$ cat config.mk
export PLATFORM = sky130hd
export DESIGN_NAME = ijs_ctrl
export DESIGN_NICKNAME = d
export VERILOG_FILES = /design/src/sv/ijs_pkg.sv /design/src/sv/ijs_ctrl.sv
export SDC_FILE = /design/constraint.sdc
export NUM_CORES = 1
export LEC_CHECK = 0
export ABC_CLOCK_PERIOD_IN_PS = 3050
export BUFFER_PORTS_ARGS = -buffer_cell sky130_fd_sc_hd__buf_4
export CORE_MARGIN = 4
export CORE_UTILIZATION = 38
export DETAILED_ROUTE_END_ITERATION = 12
export PLACE_DENSITY_LB_ADDON = 0.1
export SYNTH_ARGS = -nofsm -noshare
export SYNTH_HDL_FRONTEND = slang
export SYNTH_SLANG_ARGS = --single-unit
$ cat constraint.sdc
create_clock -name clk_i -period 3.05 [get_ports clk_i]
set_input_delay 0.1525 -clock clk_i [delete_from_list [all_inputs] [get_ports clk_i]]
set_output_delay 0.1525 -clock clk_i [all_outputs]
set_load 0.02 [all_outputs]
$ cat src/sv/ijs_pkg.sv
// ----------------------------------------------------------------------------
// ijs_pkg
// Shared constants, types and the controller/datapath command bundle of the
// interval jitter statistics block.
// ----------------------------------------------------------------------------
package ijs_pkg;

  localparam int MAX_SAMPLES = 128;
  localparam int ADDR_W      = $clog2(MAX_SAMPLES);
  localparam int CNT_W       = $clog2(MAX_SAMPLES + 1);

  localparam int SC_W   = 8;
  localparam int SEC_W  = 32;
  localparam int NS_W   = 30;
  localparam int IV_W   = 31;
  localparam int VAR_W  = 62;
  localparam int STD_W  = 31;
  localparam int REL_W  = 32;
  localparam int SUM_W  = IV_W + ADDR_W;
  localparam int ACC_W  = 2 * IV_W + ADDR_W;
  localparam int SCL_W  = 14;
  localparam int PROD_W = STD_W + SCL_W;
  localparam int DVD_W  = (ACC_W > PROD_W) ? ACC_W : PROD_W;
  localparam int DCNT_W = $clog2(DVD_W);
  localparam int SQ_STEPS = VAR_W / 2;
  localparam int SQCNT_W  = $clog2(SQ_STEPS);

  localparam logic [SC_W-1:0]  SAMPLE_COUNT_RESET = 8'd100;
  localparam logic [31:0]      NS_PER_SEC         = 32'd1000000000;
  localparam logic [SCL_W-1:0] REL_SCALE          = 14'd10000;

  typedef enum logic [1:0] {
    SEL_MEAN = 2'd0,
    SEL_VAR  = 2'd1,
    SEL_REL  = 2'd2
  } ijs_div_sel_e;

  typedef struct packed {
    logic         accept;
    logic         walk_start;
    logic         walk_en;
    logic         pass2;
    logic         div_start;
    ijs_div_sel_e div_sel;
    logic         sqrt_start;
    logic         mul_load;
    logic         rel_sat;
    logic         finish;
  } ijs_cmd_t;

  typedef struct packed {
    logic close_next;
    logic walk_done;
    logic div_done;
    logic sqrt_done;
    logic mean_zero;
  } ijs_sts_t;

  typedef struct packed {
    logic [IV_W-1:0]  min_interval;
    logic [IV_W-1:0]  max_interval;
    logic [IV_W-1:0]  mean_interval;
    logic [VAR_W-1:0] variance_value;
    logic [STD_W-1:0] std_deviation;
    logic [REL_W-1:0] relative_deviation;
    logic             mean_was_zero;
  } ijs_result_t;

endpackage

$ cat src/sv/ijs_ctrl.sv
// ----------------------------------------------------------------------------
// ijs_ctrl
// Sequencer for collection, the two store walks and the result arithmetic.
// ----------------------------------------------------------------------------
module ijs_ctrl (
  input  logic                clk_i,
  input  logic                rst_ni,
  input  logic                in_valid_i,
  output logic                in_ready_o,
  output logic                out_valid_o,
  input  logic                out_ready_i,
  input  ijs_pkg::ijs_sts_t   sts_i,
  output ijs_pkg::ijs_cmd_t   cmd_o
);

  typedef enum logic [10:0] {
    S_IDLE   = 11'b000_0000_0001,
    S_SUM    = 11'b000_0000_0010,
    S_MDIV   = 11'b000_0000_0100,
    S_VAR    = 11'b000_0000_1000,
    S_VDIV   = 11'b000_0001_0000,
    S_SQST   = 11'b000_0010_0000,
    S_SQRT   = 11'b000_0100_0000,
    S_MUL    = 11'b000_1000_0000,
    S_RSTART = 11'b001_0000_0000,
    S_RDIV   = 11'b010_0000_0000,
    S_DONE   = 11'b100_0000_0000
  } ijs_state_e;

  ijs_state_e state_q, state_d;
  logic       out_valid_q, out_valid_d;
  logic       ready;

  always_comb begin
    state_d     = state_q;
    out_valid_d = out_valid_q;
    cmd_o       = '0;
    cmd_o.div_sel = ijs_pkg::SEL_MEAN;
    ready       = 1'b0;
    if (out_valid_q && out_ready_i) begin
      out_valid_d = 1'b0;
    end
    unique case (state_q)
      S_IDLE: begin
        ready = !(out_valid_q && sts_i.close_next);
        if (ready && in_valid_i) begin
          cmd_o.accept = 1'b1;
          if (sts_i.close_next) begin
            cmd_o.walk_start = 1'b1;
            state_d = S_SUM;
          end
        end
      end
      S_SUM: begin
        cmd_o.walk_en = 1'b1;
        if (sts_i.walk_done) begin
          cmd_o.div_start = 1'b1;
          state_d = S_MDIV;
        end
      end
      S_MDIV: begin
        if (sts_i.div_done) begin
          cmd_o.walk_start = 1'b1;
          state_d = S_VAR;
        end
      end
      S_VAR: begin
        cmd_o.walk_en = 1'b1;
        cmd_o.pass2   = 1'b1;
        cmd_o.div_sel = ijs_pkg::SEL_VAR;
        if (sts_i.walk_done) begin
          cmd_o.div_start = 1'b1;
          state_d = S_VDIV;
        end
      end
      S_VDIV: begin
        cmd_o.pass2   = 1'b1;
        cmd_o.div_sel = ijs_pkg::SEL_VAR;
        if (sts_i.div_done) begin
          state_d = S_SQST;
        end
      end
      S_SQST: begin
        cmd_o.sqrt_start = 1'b1;
        state_d = S_SQRT;
      end
      S_SQRT: begin
        if (sts_i.sqrt_done) begin
          state_d = S_MUL;
        end
      end
      S_MUL: begin
        cmd_o.mul_load = 1'b1;
        state_d = S_RSTART;
      end
      S_RSTART: begin
        cmd_o.div_sel = ijs_pkg::SEL_REL;
        if (sts_i.mean_zero) begin
          cmd_o.rel_sat = 1'b1;
          state_d = S_DONE;
        end else begin
          cmd_o.div_start = 1'b1;
          state_d = S_RDIV;
        end
      end
      S_RDIV: begin
        cmd_o.div_sel = ijs_pkg::SEL_REL;
        if (sts_i.div_done) begin
          state_d = S_DONE;
        end
      end
      S_DONE: begin
        cmd_o.finish = 1'b1;
        out_valid_d  = 1'b1;
        state_d      = S_IDLE;
      end
      default: begin
        state_d = S_IDLE;
      end
    endcase
  end

  always_ff @(posedge clk_i or negedge rst_ni) begin
    if (!rst_ni) begin
      state_q     <= S_IDLE;
      out_valid_q <= 1'b0;
    end else begin
      state_q     <= state_d;
      out_valid_q <= out_valid_d;
    end
  end

  assign in_ready_o  = ready;
  assign out_valid_o = out_valid_q;

`ifndef SYNTHESIS
  a_ready_idle: assert property (@(posedge clk_i) disable iff (!rst_ni)
    in_ready_o |-> state_q == S_IDLE)
    else $error("input ready outside idle");

  a_result_from_done: assert property (@(posedge clk_i) disable iff (!rst_ni)
    $rose(out_valid_q) |-> $past(state_q == S_DONE))
    else $error("result raised without completed computation");

  a_div_done_state: assert property (@(posedge clk_i) disable iff (!rst_ni)
    sts_i.div_done |-> (state_q == S_MDIV || state_q == S_VDIV || state_q == S_RDIV))
    else $error("divider finished outside a divide step");

  a_no_overrun: assert property (@(posedge clk_i) disable iff (!rst_ni)
    (state_q == S_DONE) |-> !out_valid_q)
    else $error("new result while previous one pending");
`endif

endmodule

* Word-level counts from Yosys, hierarchy flattened
Index checks and enable logic that the tools add are counted.
** Operators by class
- $mul :: 0
- Equal/unequal tests :: 19
- Muxes and demuxes :: 29
- Divide/modulo/power cells :: 0
- Magnitude comparators :: 0
- Bitwise logic cells :: 0
- Shifts and indexed selects :: 0
- Reductions and logical operators :: 9
- $add $sub $neg :: 0
** Operators with widths (count)
- case mux 11 bit (10 select lines) :: 1
- two-way mux 11 bit :: 9
- inequality test 2 bit (second input constant) :: 8
- two-way mux 1 bit :: 15
- == test 11 x 1 -> 1 bit (second input constant) :: 1
- == test 11 x 10 -> 1 bit (second input constant) :: 1
- == test 11 bit (second input constant) :: 1
- == test 11 x 2 -> 1 bit (second input constant) :: 1
- == test 11 x 3 -> 1 bit (second input constant) :: 1
- == test 11 x 4 -> 1 bit (second input constant) :: 1
- == test 11 x 5 -> 1 bit (second input constant) :: 1
- == test 11 x 6 -> 1 bit (second input constant) :: 1
- == test 11 x 7 -> 1 bit (second input constant) :: 1
- == test 11 x 8 -> 1 bit (second input constant) :: 1
- == test 11 x 9 -> 1 bit (second input constant) :: 1
- AND reduction 8 bit :: 1
- OR reduction 2 bit :: 3
- case mux 1 bit (2 select lines) :: 2
- case mux 2 bit (2 select lines) :: 1
- logical AND 1 bit :: 3
- two-way mux 2 bit :: 1
- nonzero test 2 bit :: 1
- logical NOT 1 bit :: 1
** Storage, ports and cells
- Bits of input ports :: 9
- Memories :: 0
- Memory bits (read-only) :: 0
- Output and inout bits :: 13
- Logic and storage cells :: 59
- Latch bits :: 0
- Flip-flop bits (word level) :: 12
- Memory bits (writable) :: 0

* Logic depth before layout (Yosys ltp)
- Depth after elaboration :: 5
- Depth in mapped cells :: 5
- Depth with buffers taken out :: 4

* Least setup slack after synthesis
No wires, ideal clock.
- Path kind :: flip-flop to output port
- Start point :: register state_q[5]
- End point :: output cmd_o[10] (netlist bit)
- Data arrival time :: 2398 ps
- Stages on the path, launching flop included :: 6
- Required time :: 2897 ps
- Slack :: 499 ps
- Cells stage by stage :: dfrtp_1 or4_1 or4_1 buf_2 a211oi_1 and2_1
** RTL lines
- from (decl) :: RTL line ijs_ctrl.sv:30 : ijs_state_e state_q, state_d;
- from (signal assigned) :: RTL line ijs_ctrl.sv:128 : state_q <= state_d;
- to (decl) :: RTL line ijs_ctrl.sv:13 : output ijs_pkg::ijs_cmd_t cmd_o

==> summary.md <==
| Metric | Value |
|---|---|
| Post-CTS setup buffer count | `0` |
| Synth top cells by count | `dfrtp_1, nor2_1, clkbuf_1` |
| Clock power frac | `17.0%` |
| Critical Path RT | `2.90 ns` |
| Core region area | `2040 sq um` |
| Setup crit start kind | `register` |
| TritonCTS Buffers | `3` |
| Initial antenna violation count | `0` |
| Final net count | `128` |
| Number of synthesized flops with an enable pin | `0` |
| CTS clk-pin slew, worst paths | `0.07 ns` |
| CP endpoint kind | `primary output` |
| Synth async-reset ratio | `100%` |
| DRT iter0 DRCs | `26` |
| Starting density of the core | `42.0%` |
| DPL Wire Length | `1.70 mm` |
| Max-cap violations | `0` |
| Post-synthesis sequential area ratio | `35.2%` |
| Setup Viol. Count Final | `0` |
| # clock sinks | `12` |
| Post-route ant nets | `0` |
| Crit path kind | `register to primary output` |
| Area share of the leading cell type in the synthesized netlist | `32.1%` |
| Drt total wl | `2.27 mm` |
| Fmax achieved | `375 MHz` |
| First-pass GRT wire length | `3.76 mm` |
| DRT Pass-1 Iters | `4` |
| H-tree depth | `1` |
| ANT cells | `0` |
| Synth Area in Compound Gates | `21.2%` |
| RSZ-0062 raised after global routing | `false` |
| Cell repeated most along the worst path | `or4_1` |
| Worst clock skew | `0.00521 ns` |
| Post-Synthesis Cells | `100` |
| Status | `completed` |
| Final Wtd Congestion | `0.863` |
| Number of distinct library cells after synthesis | `40` |
| Period utilisation layout | `87.3%` |
| CP bufs+invs | `1` |
| Ports | `22` |
| Psw | `318 uW` |
| Cell taking the most area after synthesis | `dfrtp_1` |
| Fin util | `52.1%` |
| Die ar. | `3080 sq um` |
| Tmin final | `2.66 ns` |
| Delay-heaviest family, CP | `simple AND/OR/NAND/NOR gates` |
| Post-Synth Simple-Gate Area | `33.0%` |
| Cell Chain, Critical Path | `or4_1 > or4_1 > a211oi_1 > and2_1 > buf_4` |
| Worst Hold Class | `input port to register` |
| Crit path max fanout | `9` |
| Root Driver | `clkbuf_4` |
| Syn Nets | `109` |
| Pint | `432 uW` |
| Top_reg_cell synth | `dfrtp_1` |
| Peak VDD IR | `418 uV` |
| Vias/cell | `5.88` |
| Layout cells sized above 1 | `26.3%` |
| Slew HR | `72.7%` |
| Global route overflow | `0` |
| Pwr per Cell Area | `705 nW/um^2` |
| Worst slew pin tran | `0.410 ns` |
| Clk_lat worst skew | `0.27 ns` |
| Worst path slowest cell | `or4_1` |
| Vias | `852` |
| Combinational share of power | `48.7%` |
| Cell Area, Synth | `857 sq um` |
| Pin count of the biggest net entering global routing | `16` |
| Setup TNS | `0 ns` |
| XOR/XNOR Fraction of Synth Area | `3.07%` |
| Static Leak | `0.000506 uW` |
| Synth area leaders | `dfrtp_1, nor2_1, a32o_1, nand3b_1, clkbuf_1` |
| GRT Total Usage | `15.4%` |
| CP peak stage delay | `0.57 ns` |
| Pwr Total | `750 uW` |
| Syn. warnings | `0` |
| Drt drc | `0` |
| Wire per inst | `15.7 microns` |
| FP Rows | `16` |
| Synth Area in Adders | `0%` |
| Die X-Extent | `55.5 microns` |
| Avg Inst Size Synth | `8.57 sq um` |
| Hold Violations, Final | `0` |
| CTS tree | `done` |
| Sw Ratio | `42.4%` |
| Number of synthesized register bits | `12` |
| Vias in the first global route | `785` |
| Port bufs | `21` |
| Sequential Power Share | `34.3%` |
| Area delta synth->final | `24.1%` |
| Buffer depth of the longest clock path | `2` |
| Worst path arrival time | `2.51 ns` |
| Die height | `55.5 microns` |
| Post-synthesis mux area share | `1.31%` |
| Final Slew Violations | `0` |
| Main combinational cell family by area after synthesis | `simple AND/OR/NAND/NOR gates` |
## area by class of cell
cell class / instances / area, sq um
tap: 27 / 33.8
fill: 193 / 978
timing repair buffer: 23 / 175
sequential: 12 / 302
clock buffer: 4 / 36.3
inverter: 4 / 15.0
multi-input combinational: 75 / 502
## worst paths after layout
kind,slack (ns),to,cells after the start,startpoint
worst max-delay path,0.39,cmd_o[10],5,state_q[5]
worst min-delay path,0.08,state_q[6],2,sts_i[1]
worst max register to register,0.66,state_q[1],4,state_q[5]
worst min register to register,0.54,out_valid_o,1,out_valid_o
max in group asynchronous,2.55,state_q[0],2,rst_ni
min in group asynchronous,0.27,out_valid_o,2,rst_ni
## kinds of logic after synthesis
| group | count (synthesis) |
|---|---|
| flip-flops | 12 |
| buffers and inverters | 13 |
| XOR/XNOR | 3 |
| AND/OR/NAND/NOR | 48 |
| AO/OA/AOI/OAI | 23 |
| multiplexers | 1 |
## worst reg2reg max path: cells and delay by family (launching register included)
family          cells  cell delay, ns
simple gates        2            1.12
mux                 1            0.37
flops               1            0.43
compound gates      1            0.36
## state kept, by name, indices dropped and copies added (netlist names)
register     cells
out_valid_o      1
state_q         11
## per-layer routing
metal | vias to the layer above | track usage [%] | share of wire, %
met3 | 2 | 5.13 | 8.0
met4 | 0 | 5.21 | 0.53
met1 | 406 | 20.1 | 45
met5 | - | 0 | 0
met2 | 29 | 23.6 | 47
li1 | 415 | - | -
## per-stage QoR
| step | cell area, sq um | hold WS (ns) | instances | worst slack, ns |
|---|---|---|---|---|
| 4_1_cts | 1060 | 0.0819 | 145 | 0.370 |
| 2_1_floorplan | 857 | -0.143 | 100 | 0.499 |
| 3_5_place_dp | 1020 | 0.00284 | 140 | 0.675 |
| 3_3_place_gp | 1020 | 0.00183 | 140 | 0.741 |
| 5_1_grt | 1060 | 0.0822 | 145 | 0.280 |
| 6_report | 1060 | 0.0837 | 145 | 0.387 |
## cells in the final DEF, fill, tap and decap left out, types with 2 or more instances in the layout
master	instances
a32o_1	3
nor4_1	3
inv_1	4
nor3b_1	2
and3_1	2
or4_1	3
clkbuf_4	3
buf_4	22
nand2b_1	3
nor3_1	5
nor2_1	11
and4_1	2
or3_1	3
a211oi_1	2
dfrtp_1	11
nand3b_1	4
nand2_1	2
o21ai_0	5
nor2b_1	3
xor2_1	3
o41ai_1	2
## power groups by stage
stage | logic [uW] | clock network, uW | registers, uW
after floorplan | 294 | 0 | 204
after global placement | 361 | 0 | 256
after detailed placement | 365 | 0 | 255
after CTS | 367 | 133 | 253
after global routing | 404 | 139 | 262
final | 365 | 128 | 257
## timing repair
| item | CTS | global route |
|---|---|---|
| hold endpoints to repair | 12 | 0 |
| setup endpoints to repair | 0 | 0 |
| hold buffers | 1 | 0 |
| resized for setup | 0 | 0 |
Note: power is estimated with default switching activity, not from simulation.
